## src/design/mspid_pkg.sv

```systemverilog
// ----------------------------------------------------------------------------
// mspid_pkg: shared types and constants
// Fixed-point constants, register codes and the multiplier request type of the
// motor speed PID with tachometer.
// ----------------------------------------------------------------------------
package mspid_pkg;

   localparam int Q_FRAC   = 16;
   localparam int THR_W    = 9;
   localparam int SPB_W    = 16;
   localparam int SPEED_W  = 31;
   localparam int GAIN_W   = 32;
   localparam int DRIVE_W  = 17;
   localparam int BIN_W    = 16;
   localparam int MUL_W    = 33;
   localparam int CSR_IDX_W = 3;
   localparam int CSR_DATA_W = 32;

   localparam logic [BIN_W-1:0]   BIN_MAX   = 16'hFFFF;
   localparam logic [DRIVE_W-1:0] DRIVE_MIN = 17'd6554;
   localparam logic [DRIVE_W-1:0] DRIVE_MAX = 17'd65536;
   localparam logic signed [31:0] DEADZONE  = 32'sd66;
   // largest u that still fits within 1.00 after the 0.10 offset
   localparam logic signed [31:0] U_CLAMP   = 32'sd58982;

   typedef enum logic [CSR_IDX_W-1:0] {
      REG_CLOSE_THR  = 3'd0,
      REG_FAR_THR    = 3'd1,
      REG_SPB        = 3'd2,
      REG_SCALE      = 3'd3,
      REG_TARGET     = 3'd4,
      REG_KP         = 3'd5,
      REG_KI         = 3'd6,
      REG_KD         = 3'd7
   } reg_index_type;

   typedef struct packed {
      logic signed [MUL_W-1:0] op_a;
      logic signed [MUL_W-1:0] op_b;
      logic                    shift;
   } mul_req_type;

   function automatic logic signed [31:0] sat32(input logic signed [33:0] v);
      logic signed [31:0] r;
      if ((v[33:31] == 3'b000) || (v[33:31] == 3'b111)) begin
         r = v[31:0];
      end else if (v[33]) begin
         r = 32'sh8000_0000;
      end else begin
         r = 32'sh7FFF_FFFF;
      end
      return r;
   endfunction

endpackage

```

## src/design/mspid_mul.sv

```systemverilog
// ----------------------------------------------------------------------------
// mspid_mul: shared multiplier
// One registered signed product; after the register, an optional Q16.16
// floor shift and saturation to signed 32 bits.
// ----------------------------------------------------------------------------
module mspid_mul import mspid_pkg::*; (
   input  logic               clock,
   input  mul_req_type        req,
   output logic signed [31:0] mul_result
);

   localparam int PROD_W = 2 * MUL_W;

   logic signed [PROD_W-1:0] prod_ff;
   logic signed [PROD_W-1:0] prod_in;
   logic                     shift_ff;
   logic signed [PROD_W-1:0] scaled;
   logic [PROD_W-32:0]       upper;

   assign prod_in = $signed(req.op_a) * $signed(req.op_b);

   always_ff @(posedge clock) begin
      prod_ff  <= prod_in;
      shift_ff <= req.shift;
   end

   // arithmetic shift rounds toward minus infinity
   always_comb begin
      scaled = shift_ff ? (prod_ff >>> Q_FRAC) : prod_ff;
      upper  = scaled[PROD_W-1:31];
      if ((&upper) || !(|upper)) begin
         mul_result = scaled[31:0];
      end else if (scaled[PROD_W-1]) begin
         mul_result = 32'sh8000_0000;
      end else begin
         mul_result = 32'sh7FFF_FFFF;
      end
   end

endmodule

```

## src/design/mspid_bins.sv

```systemverilog
// ----------------------------------------------------------------------------
// mspid_bins: revolution count bins
// Bin memory with one write and one registered read port; per-entry valid
// bits make unwritten bins read as zero after reset.
// ----------------------------------------------------------------------------
module mspid_bins import mspid_pkg::*; #(
   parameter int BINS  = 16,
   parameter int IDX_W = 4
) (
   input  logic             clock,
   input  logic             reset,
   input  logic             wr_en,
   input  logic [IDX_W-1:0] wr_addr,
   input  logic [BIN_W-1:0] wr_data,
   input  logic [IDX_W-1:0] rd_addr,
   output logic [BIN_W-1:0] rd_data
);

   logic [BIN_W-1:0] mem [BINS];
   logic [BINS-1:0]  valid_ff;
   logic [BIN_W-1:0] rd_data_ff;

   always_ff @(posedge clock) begin
      if (reset) begin
         valid_ff <= '0;
      end else if (wr_en) begin
         valid_ff[wr_addr] <= 1'b1;
      end
   end

   always_ff @(posedge clock) begin
      if (wr_en) begin
         mem[wr_addr] <= wr_data;
      end
      rd_data_ff <= valid_ff[rd_addr] ? mem[rd_addr] : '0;
   end

   assign rd_data = rd_data_ff;

endmodule

```

## src/design/motor_speed_pid_with_tachometer_core.sv

```systemverilog
// ----------------------------------------------------------------------------
// motor_speed_pid_with_tachometer_core: tachometer and PID speed regulator
// Hysteresis revolution counter over a ring of bins, followed by a Q16.16
// PID step and drive limiter, run on one shared multiplier.
// ----------------------------------------------------------------------------
// Usage:
//   req_*  : one sensor sample per transfer. req_ready is high only while the
//            sequencer is idle.
//   rsp_*  : one result per control step (every samples_per_bin samples):
//            PWM duty, measured speed and limited drive, held in an output
//            register until the receiver takes the transfer.
//   csr_*  : register writes, always ready; write only while the block is idle.
// Sequence:
//   A sample that closes no bin passes through accept and bin update.
//   A sample that ends a bin goes on to the result register through bin
//   update, then six steps around the single 33x33 multiplier (speed,
//   integral, proportional and derivative products plus the sums),
//   then the limiter.
// Reset:
//   Clears the detector, bin ring, counters, integrator and registers to
//   their defaults; bins are cleared through valid bits.
// Stall:
//   A finished result waits in the output register; the next sample is still
//   taken, and a later result holds in the limiter step until the register
//   frees up.
// ----------------------------------------------------------------------------
module motor_speed_pid_with_tachometer_core import mspid_pkg::*; #(
   parameter int BINS        = 16,
   parameter int SAMPLE_BITS = 9,
   parameter int DUTY_BITS   = 13
) (
   input  logic                   clock,
   input  logic                   reset,
   input  logic                   req_valid,
   output logic                   req_ready,
   input  logic [SAMPLE_BITS-1:0] req_sensor_sample,
   output logic                   rsp_valid,
   input  logic                   rsp_ready,
   output logic [DUTY_BITS-1:0]   rsp_duty_value,
   output logic [SPEED_W-1:0]     rsp_measured_speed,
   output logic [DRIVE_W-1:0]     rsp_limited_drive,
   input  logic                   csr_valid,
   output logic                   csr_ready,
   input  logic [CSR_IDX_W-1:0]   csr_index,
   input  logic [CSR_DATA_W-1:0]  csr_wdata
);

   localparam int IDX_W  = (BINS > 1) ? $clog2(BINS) : 1;
   localparam int BSUM_W = $clog2(BINS * 65535 + 1);
   localparam int CMP_W  = (SAMPLE_BITS > THR_W) ? SAMPLE_BITS : THR_W;
   localparam logic [IDX_W-1:0]  LAST_BIN = IDX_W'(BINS - 1);
   localparam logic [BSUM_W-1:0] BSUM_MAX = BSUM_W'(BINS * 65535);

   typedef enum logic [3:0] {
      S_IDLE,
      S_INC,
      S_FREQ,
      S_ERR,
      S_INTEG,
      S_PROP,
      S_DERIV,
      S_SUM,
      S_LIMIT
   } state_type;

   // configuration registers
   logic [THR_W-1:0]         close_thr_ff, close_thr_in;
   logic [THR_W-1:0]         far_thr_ff, far_thr_in;
   logic [SPB_W-1:0]         spb_ff, spb_in;
   logic [SPEED_W-1:0]       scale_ff, scale_in;
   logic [SPEED_W-1:0]       target_ff, target_in;
   logic signed [GAIN_W-1:0] kp_ff, kp_in;
   logic signed [GAIN_W-1:0] ki_ff, ki_in;
   logic signed [GAIN_W-1:0] kd_ff, kd_in;

   // sequencer and datapath state
   state_type                state_ff, state_in;
   logic                     close_ff, close_in;
   logic                     close_ev_ff, close_ev_in;
   logic [IDX_W-1:0]         newest_ff, newest_in;
   logic [BSUM_W-1:0]        bin_sum_ff, bin_sum_in;
   logic [SPB_W-1:0]         count_ff, count_in;
   logic signed [31:0]       prev_err_ff, prev_err_in;
   logic signed [31:0]       integ_ff, integ_in;
   logic [SPEED_W-1:0]       freq_ff, freq_in;
   logic signed [31:0]       err_ff, err_in;
   logic signed [31:0]       i_ff, i_in;
   logic signed [31:0]       diff_ff, diff_in;
   logic signed [33:0]       acc_ff, acc_in;

   // result register
   logic                     rsp_valid_ff, rsp_valid_in;
   logic [DUTY_BITS-1:0]     duty_ff, duty_in;
   logic [SPEED_W-1:0]       speed_ff, speed_in;
   logic [DRIVE_W-1:0]       drive_ff, drive_in;

   // shared units
   mul_req_type              mul_req;
   logic signed [31:0]       mul_result;
   logic                     bin_wr_en;
   logic [IDX_W-1:0]         bin_wr_addr;
   logic [BIN_W-1:0]         bin_wr_data;
   logic [IDX_W-1:0]         bin_rd_addr;
   logic [BIN_W-1:0]         bin_rd_data;

   // scratch
   logic [CMP_W-1:0]         sample_x;
   logic [SPB_W-1:0]         count_next;
   logic [SPB_W-1:0]         count_limit;
   logic [IDX_W-1:0]         next_bin;
   logic signed [31:0]       u_val;
   logic [DRIVE_W-1:0]       drive_val;
   logic [DRIVE_W+DUTY_BITS-1:0] duty_prod;

   mspid_mul u_mul (
      .clock      (clock),
      .req        (mul_req),
      .mul_result (mul_result)
   );

   mspid_bins #(
      .BINS  (BINS),
      .IDX_W (IDX_W)
   ) u_bins (
      .clock   (clock),
      .reset   (reset),
      .wr_en   (bin_wr_en),
      .wr_addr (bin_wr_addr),
      .wr_data (bin_wr_data),
      .rd_addr (bin_rd_addr),
      .rd_data (bin_rd_data)
   );

   assign req_ready = (state_ff == S_IDLE);
   assign csr_ready = 1'b1;
   assign sample_x  = CMP_W'(req_sensor_sample);
   assign next_bin  = (newest_ff == LAST_BIN) ? '0 : newest_ff + 1'b1;
   assign count_next  = count_ff + 1'b1;
   assign count_limit = (spb_ff == '0) ? SPB_W'(1) : spb_ff;

   // limiter: dead zone, then offset by 0.10 and clamp at 1.00
   assign u_val = sat32(acc_ff);
   always_comb begin
      if (u_val < DEADZONE) begin
         drive_val = '0;
      end else if (u_val > U_CLAMP) begin
         drive_val = DRIVE_MAX;
      end else begin
         drive_val = u_val[DRIVE_W-1:0] + DRIVE_MIN;
      end
   end
   // drive * (2^DUTY_BITS - 1), then drop the 16 fraction bits
   assign duty_prod = ((DRIVE_W+DUTY_BITS)'(drive_val) << DUTY_BITS)
                      - (DRIVE_W+DUTY_BITS)'(drive_val);

   // configuration writes
   always_comb begin
      close_thr_in = close_thr_ff;
      far_thr_in   = far_thr_ff;
      spb_in       = spb_ff;
      scale_in     = scale_ff;
      target_in    = target_ff;
      kp_in        = kp_ff;
      ki_in        = ki_ff;
      kd_in        = kd_ff;
      if (csr_valid && csr_ready) begin
         case (reg_index_type'(csr_index))
            REG_CLOSE_THR: close_thr_in = csr_wdata[THR_W-1:0];
            REG_FAR_THR:   far_thr_in   = csr_wdata[THR_W-1:0];
            REG_SPB:       spb_in       = csr_wdata[SPB_W-1:0];
            REG_SCALE:     scale_in     = csr_wdata[SPEED_W-1:0];
            REG_TARGET:    target_in    = csr_wdata[SPEED_W-1:0];
            REG_KP:        kp_in        = $signed(csr_wdata);
            REG_KI:        ki_in        = $signed(csr_wdata);
            REG_KD:        kd_in        = $signed(csr_wdata);
            default:       ;
         endcase
      end
   end

   // sequencer
   always_comb begin
      state_in     = state_ff;
      close_in     = close_ff;
      close_ev_in  = close_ev_ff;
      newest_in    = newest_ff;
      bin_sum_in   = bin_sum_ff;
      count_in     = count_ff;
      prev_err_in  = prev_err_ff;
      integ_in     = integ_ff;
      freq_in      = freq_ff;
      err_in       = err_ff;
      i_in         = i_ff;
      diff_in      = diff_ff;
      acc_in       = acc_ff;
      rsp_valid_in = rsp_valid_ff && !rsp_ready;
      duty_in      = duty_ff;
      speed_in     = speed_ff;
      drive_in     = drive_ff;

      mul_req      = '0;
      bin_wr_en    = 1'b0;
      bin_wr_addr  = newest_ff;
      bin_wr_data  = '0;
      bin_rd_addr  = newest_ff;

      case (state_ff)
         S_IDLE: begin
            // fetch the newest bin while the detector decides
            if (req_valid) begin
               close_ev_in = (sample_x < CMP_W'(close_thr_ff)) && !close_ff;
               if (close_ev_in) begin
                  close_in = 1'b1;
               end else if ((sample_x > CMP_W'(far_thr_ff)) && close_ff) begin
                  close_in = 1'b0;
               end
               state_in = S_INC;
            end
         end
         S_INC: begin
            // count the revolution unless the bin is full
            if (close_ev_ff && (bin_rd_data != BIN_MAX)) begin
               bin_wr_en   = 1'b1;
               bin_wr_data = bin_rd_data + 1'b1;
               bin_sum_in  = bin_sum_ff + 1'b1;
            end
            if ((count_next == '0) || (count_next >= count_limit)) begin
               count_in = '0;
               state_in = S_FREQ;
            end else begin
               count_in = count_next;
               state_in = S_IDLE;
            end
         end
         S_FREQ: begin
            // speed = bin sum * scale, unshifted; fetch the bin to drop
            mul_req.op_a  = MUL_W'(bin_sum_in);
            mul_req.op_b  = MUL_W'(scale_ff);
            mul_req.shift = 1'b0;
            bin_rd_addr   = next_bin;
            newest_in     = next_bin;
            state_in      = S_ERR;
         end
         S_ERR: begin
            freq_in       = mul_result[SPEED_W-1:0];
            bin_wr_en     = 1'b1;
            bin_wr_data   = '0;
            bin_sum_in    = bin_sum_ff - BSUM_W'(bin_rd_data);
            mul_req.op_a  = MUL_W'(ki_ff);
            mul_req.op_b  = MUL_W'(prev_err_ff);
            mul_req.shift = 1'b1;
            state_in      = S_INTEG;
         end
         S_INTEG: begin
            err_in   = sat32(34'(signed'({1'b0, target_ff}))
                             - 34'(signed'({1'b0, freq_ff})));
            i_in     = sat32(34'(integ_ff) + 34'(mul_result));
            state_in = S_PROP;
         end
         S_PROP: begin
            diff_in       = sat32(34'(err_ff) - 34'(prev_err_ff));
            mul_req.op_a  = MUL_W'(kp_ff);
            mul_req.op_b  = MUL_W'(err_ff);
            mul_req.shift = 1'b1;
            state_in      = S_DERIV;
         end
         S_DERIV: begin
            acc_in        = 34'(mul_result) + 34'(i_ff);
            mul_req.op_a  = MUL_W'(kd_ff);
            mul_req.op_b  = MUL_W'(diff_ff);
            mul_req.shift = 1'b1;
            state_in      = S_SUM;
         end
         S_SUM: begin
            acc_in      = acc_ff + 34'(mul_result);
            prev_err_in = err_ff;
            integ_in    = i_ff;
            state_in    = S_LIMIT;
         end
         S_LIMIT: begin
            // hold until the result register is free
            if (!rsp_valid_ff || rsp_ready) begin
               rsp_valid_in = 1'b1;
               duty_in      = duty_prod[Q_FRAC +: DUTY_BITS];
               speed_in     = freq_ff;
               drive_in     = drive_val;
               state_in     = S_IDLE;
            end
         end
         default: begin
            state_in = S_IDLE;
         end
      endcase
   end

   always_ff @(posedge clock) begin
      if (reset) begin
         state_ff     <= S_IDLE;
         close_ff     <= 1'b0;
         close_ev_ff  <= 1'b0;
         newest_ff    <= '0;
         bin_sum_ff   <= '0;
         count_ff     <= '0;
         prev_err_ff  <= '0;
         integ_ff     <= '0;
         rsp_valid_ff <= 1'b0;
         close_thr_ff <= '0;
         far_thr_ff   <= THR_W'(511);
         spb_ff       <= SPB_W'(1);
         scale_ff     <= SPEED_W'(65536);
         target_ff    <= '0;
         kp_ff        <= '0;
         ki_ff        <= '0;
         kd_ff        <= '0;
      end else begin
         state_ff     <= state_in;
         close_ff     <= close_in;
         close_ev_ff  <= close_ev_in;
         newest_ff    <= newest_in;
         bin_sum_ff   <= bin_sum_in;
         count_ff     <= count_in;
         prev_err_ff  <= prev_err_in;
         integ_ff     <= integ_in;
         rsp_valid_ff <= rsp_valid_in;
         close_thr_ff <= close_thr_in;
         far_thr_ff   <= far_thr_in;
         spb_ff       <= spb_in;
         scale_ff     <= scale_in;
         target_ff    <= target_in;
         kp_ff        <= kp_in;
         ki_ff        <= ki_in;
         kd_ff        <= kd_in;
      end
      freq_ff  <= freq_in;
      err_ff   <= err_in;
      i_ff     <= i_in;
      diff_ff  <= diff_in;
      acc_ff   <= acc_in;
      duty_ff  <= duty_in;
      speed_ff <= speed_in;
      drive_ff <= drive_in;
   end

   assign rsp_valid          = rsp_valid_ff;
   assign rsp_duty_value     = duty_ff;
   assign rsp_measured_speed = speed_ff;
   assign rsp_limited_drive  = drive_ff;

   // a held result is either off or within the 0.10 to 1.00 band
   a_drive_band: assert property (@(posedge clock) disable iff (reset)
      rsp_valid_ff |-> (drive_ff == '0)
                       || ((drive_ff >= DRIVE_MIN) && (drive_ff <= DRIVE_MAX)))
      else $error("limited drive outside its band");

   // zero drive must give zero duty
   a_duty_zero: assert property (@(posedge clock) disable iff (reset)
      (rsp_valid_ff && (drive_ff == '0)) |-> (duty_ff == '0))
      else $error("duty nonzero with zero drive");

   // a new result only comes out of the limiter step
   a_result_src: assert property (@(posedge clock) disable iff (reset)
      $rose(rsp_valid_ff) |-> $past(state_ff == S_LIMIT))
      else $error("result raised outside the limiter step");

   // running bin sum never exceeds every bin full
   a_bin_sum: assert property (@(posedge clock) disable iff (reset)
      bin_sum_ff <= BSUM_MAX)
      else $error("bin sum out of range");

endmodule
```

## config.mk

```make
export PLATFORM = sky130hd
export DESIGN_NAME = motor_speed_pid_with_tachometer_core
export DESIGN_NICKNAME = d
export VERILOG_FILES = /design/src/design/mspid_pkg.sv /design/src/design/mspid_mul.sv /design/src/design/mspid_bins.sv /design/src/design/motor_speed_pid_with_tachometer_core.sv
export SDC_FILE = /design/constraint.sdc
export NUM_CORES = 2
export LEC_CHECK = 0
export BUFFER_PORTS_ARGS = -buffer_cell sky130_fd_sc_hd__buf_2
export CORE_MARGIN = 3
export CORE_UTILIZATION = 43
export DETAILED_ROUTE_END_ITERATION = 8
export PLACE_DENSITY = 0.59
export REMOVE_ABC_BUFFERS = 1
export SYNTH_ARGS = -nofsm -noshare
export SYNTH_HDL_FRONTEND = slang
export SYNTH_SLANG_ARGS = --single-unit
```

## constraint.sdc

```tcl
create_clock -name clock -period 13.5 [get_ports clock]
set_input_delay 2.7 -clock clock [delete_from_list [all_inputs] [get_ports clock]]
set_output_delay 2.7 -clock clock [all_outputs]
set_load 0.005 [all_outputs]
```

==> results.toml <==
[clock_network]
clk_pin_slew_ns = 0.06
numClockSinks = 880
cts_root_buffer = "clkbuf_16"
cts_tree = "built"
cts_buffers = 94
cts_resized = 0
cts_max_path_buffers = 3
htreeDepth = 3
ctsHoldBuffers = 0
cts_setup_buffers = 0
clk_latency_ns = 0.74

[synthesis]
postSynthCellCount = 8617
synth_xor_area_share_pct = 2.655
synth_edf_count = 478
synth_area_leader_cell = "fa_1"
ys.flop_type = "edfxtp_1"
synthMuxAreaShare_pct = 2.427
synth_compound_area_share_pct = 9.647
yosysSeqAreaShare_pct = 27.60
synth_cell_type_count = 105
synthArstFlopShare_pct = 0
synth_top_family_by_area = "adder cells"
ys_ff_latch = 880
syn_avg_cell_area_um2 = 9.418
synth.area.top_cells = "fa_1 28%, edfxtp_1 18%, dfxtp_1 9.9%, nand2_1 6.8%, ha_1 6.8%"
synth_adder_area_share_pct = 34.73
synthSimpleGateAreaFrac_pct = 15.15
synth_top_area_share_pct = 27.83
yosys_warnings = 0
syn-cell-area_mm2 = 0.08115

[route]
via_per_inst = 5.598
drt-initial-drc-count = 5864
drt-pass1-iter-count = 9
drt_wl_total_mm = 267.0
wl_per_cell_um = 23.96
drtAntennaViolNets = 0
remaining_drc_errors = 0
via_count = 62380

[placed_design]
placed_cell_area_mm2 = 0.08460
post-place-ws_ns = 2.037
portBuffers = 111
place.gp.congestion = 0.9850
dp_hpwl_mm = 201.1

[sta]
rsz0062_at_grt = "false"
finalSetupTns_ns = 0
fin_ws_ns = 1.914
clock-skew-final_ns = 0.06399
tightest_slew_ns = 1.422
maxSlewHeadroom_pct = 4.943
max_freq_mhz = 86.31
maxSlewViolCount = 0
fin_crit_sh_pct = 85.82
setup_viol = 0
hold_viol_final = 0
fin_crit_ns = 11.59

[grt]
overflow = 0
grt_pass1_vias = 63120
antenna_found_initial = 34
grt_pass1_wl_mm = 401.9
grt_max_degree = 134
track_usage_pct = 27.71

[setup_path]
cp_max_fo = 43
end_kind = "register"
r2r_end = "u_mul.prod_ff[63]$_DFF_P_"
worst_path_max_delay_cell = "fa_1"
arrival_ns = 12.20
cp.required_ns = 14.11
criticalPathCategory = "register to register"
critPathLaunchType = "register"
regToRegStartpoint = "state_ff[3]$_SDFFE_PP0P_"
reg2reg_depth = 31
critPathMostFrequentCell = "fa_1"
slowest_delay_ns = 1.13
rrSetupSlack_ns = 1.91

[floorplanning]
start_util_pct = 43.53
rows = 158
die_h_um = 440.4
die_w_um = 440.4
fp.dieArea_mm2 = 0.1940
fp.coreArea_mm2 = 0.1864
io_pins = 113

[power]
leakage_nw = 37.71
clkPwrFrac_pct = 40.8
internal-power_w = 0.004760
powerDensity_mw_per_mm2 = 75.00
sw_frac_of_total_pct = 27.76
total_power_w = 0.006590
p_seq_share_pct = 43.8
combPwrFrac_pct = 15.4
switching_power_w = 0.001830
peakVddDrop_uv = 123.2

[layout]
syn_to_final_growth_pct = 8.269
layout_common_cells = "1466 x nand2_1, 1253 x inv_1, 1128 x fa_1"
layout-drive-gt1-share_pct = 6.742
fin_area_mm2 = 0.08786
nets = 10180
register_area_mm2 = 0.02240
fillerInstances = 17670
multiInputGateArea_mm2 = 0.05264
utilization_pct = 47.13
final_common_cell = "nand2_1"

[min_path]
hold_depth = 2
whs_endpoint = "ki_ff[6]$_SDFFE_PP0P_"
hp-class = "register to register"
worstHoldStart = "ki_ff[6]$_SDFFE_PP0P_"

[flow_run]
maxCapViolations = 0

[run_status]
status = "complete, no violations"
-- routing by layer --
metal | vias to the layer above | wire length (um) | track usage [%]
li1 | 27740 | - | -
met1 | 31510 | 108500 | 36.87
met2 | 2546 | 122400 | 44.03
met3 | 579 | 21670 | 5.000
met4 | 4 | 14450 | 12.85
met5 | - | 35 | 0
-- registers in the layout, summed over array words and instances (netlist names), 13 cells and up --
name                count
u_bins.mem            256
u_mul.prod_ff          66
acc_ff                 34
diff_ff                32
err_ff                 32
i_ff                   32
integ_ff               32
kd_ff                  32
ki_ff                  32
kp_ff                  32
prev_err_ff            32
freq_ff                31
rsp_measured_speed     31
scale_ff               31
target_ff              31
bin_sum_ff             20
rsp_limited_drive      17
count_ff               16
spb_ff                 16
u_bins.rd_data         16
u_bins.valid_ff        16
rsp_duty_value         13
-- through the flow --
step	hold slack, ns	std cells
after global routing	0.4602	11140
final	0.4535	11140
after detailed placement	0.4423	10950
after floorplan	0.4264	8205
after global placement	0.4343	10950
after CTS	0.4545	11130
-- power by group through the flow --
stage	Combinational (W)	Sequential, W	Clock, W
after floorplan	0.000674	0.00294	0
after global placement	0.000981	0.00294	0
after detailed placement	0.000994	0.00294	0
after CTS	0.00100	0.00289	0.00274
after global routing	0.00111	0.00289	0.00284
final	0.00102	0.00289	0.00269
-- area by class of cell --
class                      count  share of cell area [%]
tap                         2480                   3.532
sequential                   880                   25.50
antenna                       16                 0.04557
timing repair buffer         265                   1.974
multi-input combinational   6070                   59.92
clock buffer                 137                   3.032
inverter                    1255                   5.364
clock inverter                40                  0.6394
-- critical path: cells and delay by family (launching register included) --
| family | cells | cell delay [ns] |
|---|---|---|
| AO/OA/AOI/OAI | 8 | 2.01 |
| flip-flops | 1 | 0.58 |
| buffers and inverters | 7 | 1.67 |
| adder cells (fa/ha/maj) | 9 | 5.36 |
| AND/OR/NAND/NOR | 7 | 1.74 |
-- worst max path at each step --
stage                                   startpoint                        end  cells after the start
after global routing      state_ff[3]$_SDFFE_PP0P_  u_mul.prod_ff[63]$_DFF_P_                     31
after global placement    state_ff[3]$_SDFFE_PP0P_  u_mul.prod_ff[63]$_DFF_P_                     31
after detailed placement  state_ff[3]$_SDFFE_PP0P_  u_mul.prod_ff[63]$_DFF_P_                     31
after CTS                 state_ff[3]$_SDFFE_PP0P_  u_mul.prod_ff[63]$_DFF_P_                     31
after floorplan           state_ff[2]$_SDFFE_PP0P_  u_mul.prod_ff[63]$_DFF_P_                     26
final                     state_ff[3]$_SDFFE_PP0P_  u_mul.prod_ff[63]$_DFF_P_                     31
-- cells by family after synthesis --
logic type | count (synthesis)
compound gates | 1253
xor+xnor | 246
fa+ha+maj | 1578
buf+inv | 1667
flops | 880
mux | 110
other cells | 1
simple gates | 2882
-- synth_stat cells (47+ instances only) --
| library cell | number |
|---|---|
| and4_1 | 50 |
| inv_1 | 1254 |
| o21ai_0 | 162 |
| xor2_1 | 79 |
| and2_1 | 47 |
| a21oi_1 | 577 |
| clkbuf_1 | 346 |
| fa_1 | 1128 |
| edfxtp_1 | 478 |
| nand4_1 | 79 |
| xnor2_1 | 167 |
| o21a_1 | 55 |
| nor2_1 | 839 |
| dfxtp_1 | 402 |
| nor3_1 | 56 |
| a21o_1 | 110 |
| mux4_2 | 69 |
| nand2b_1 | 68 |
| nand2_1 | 1467 |
| ha_1 | 440 |
| nand3_1 | 92 |
No activity file was read; power rests on OpenSTA's default activity.
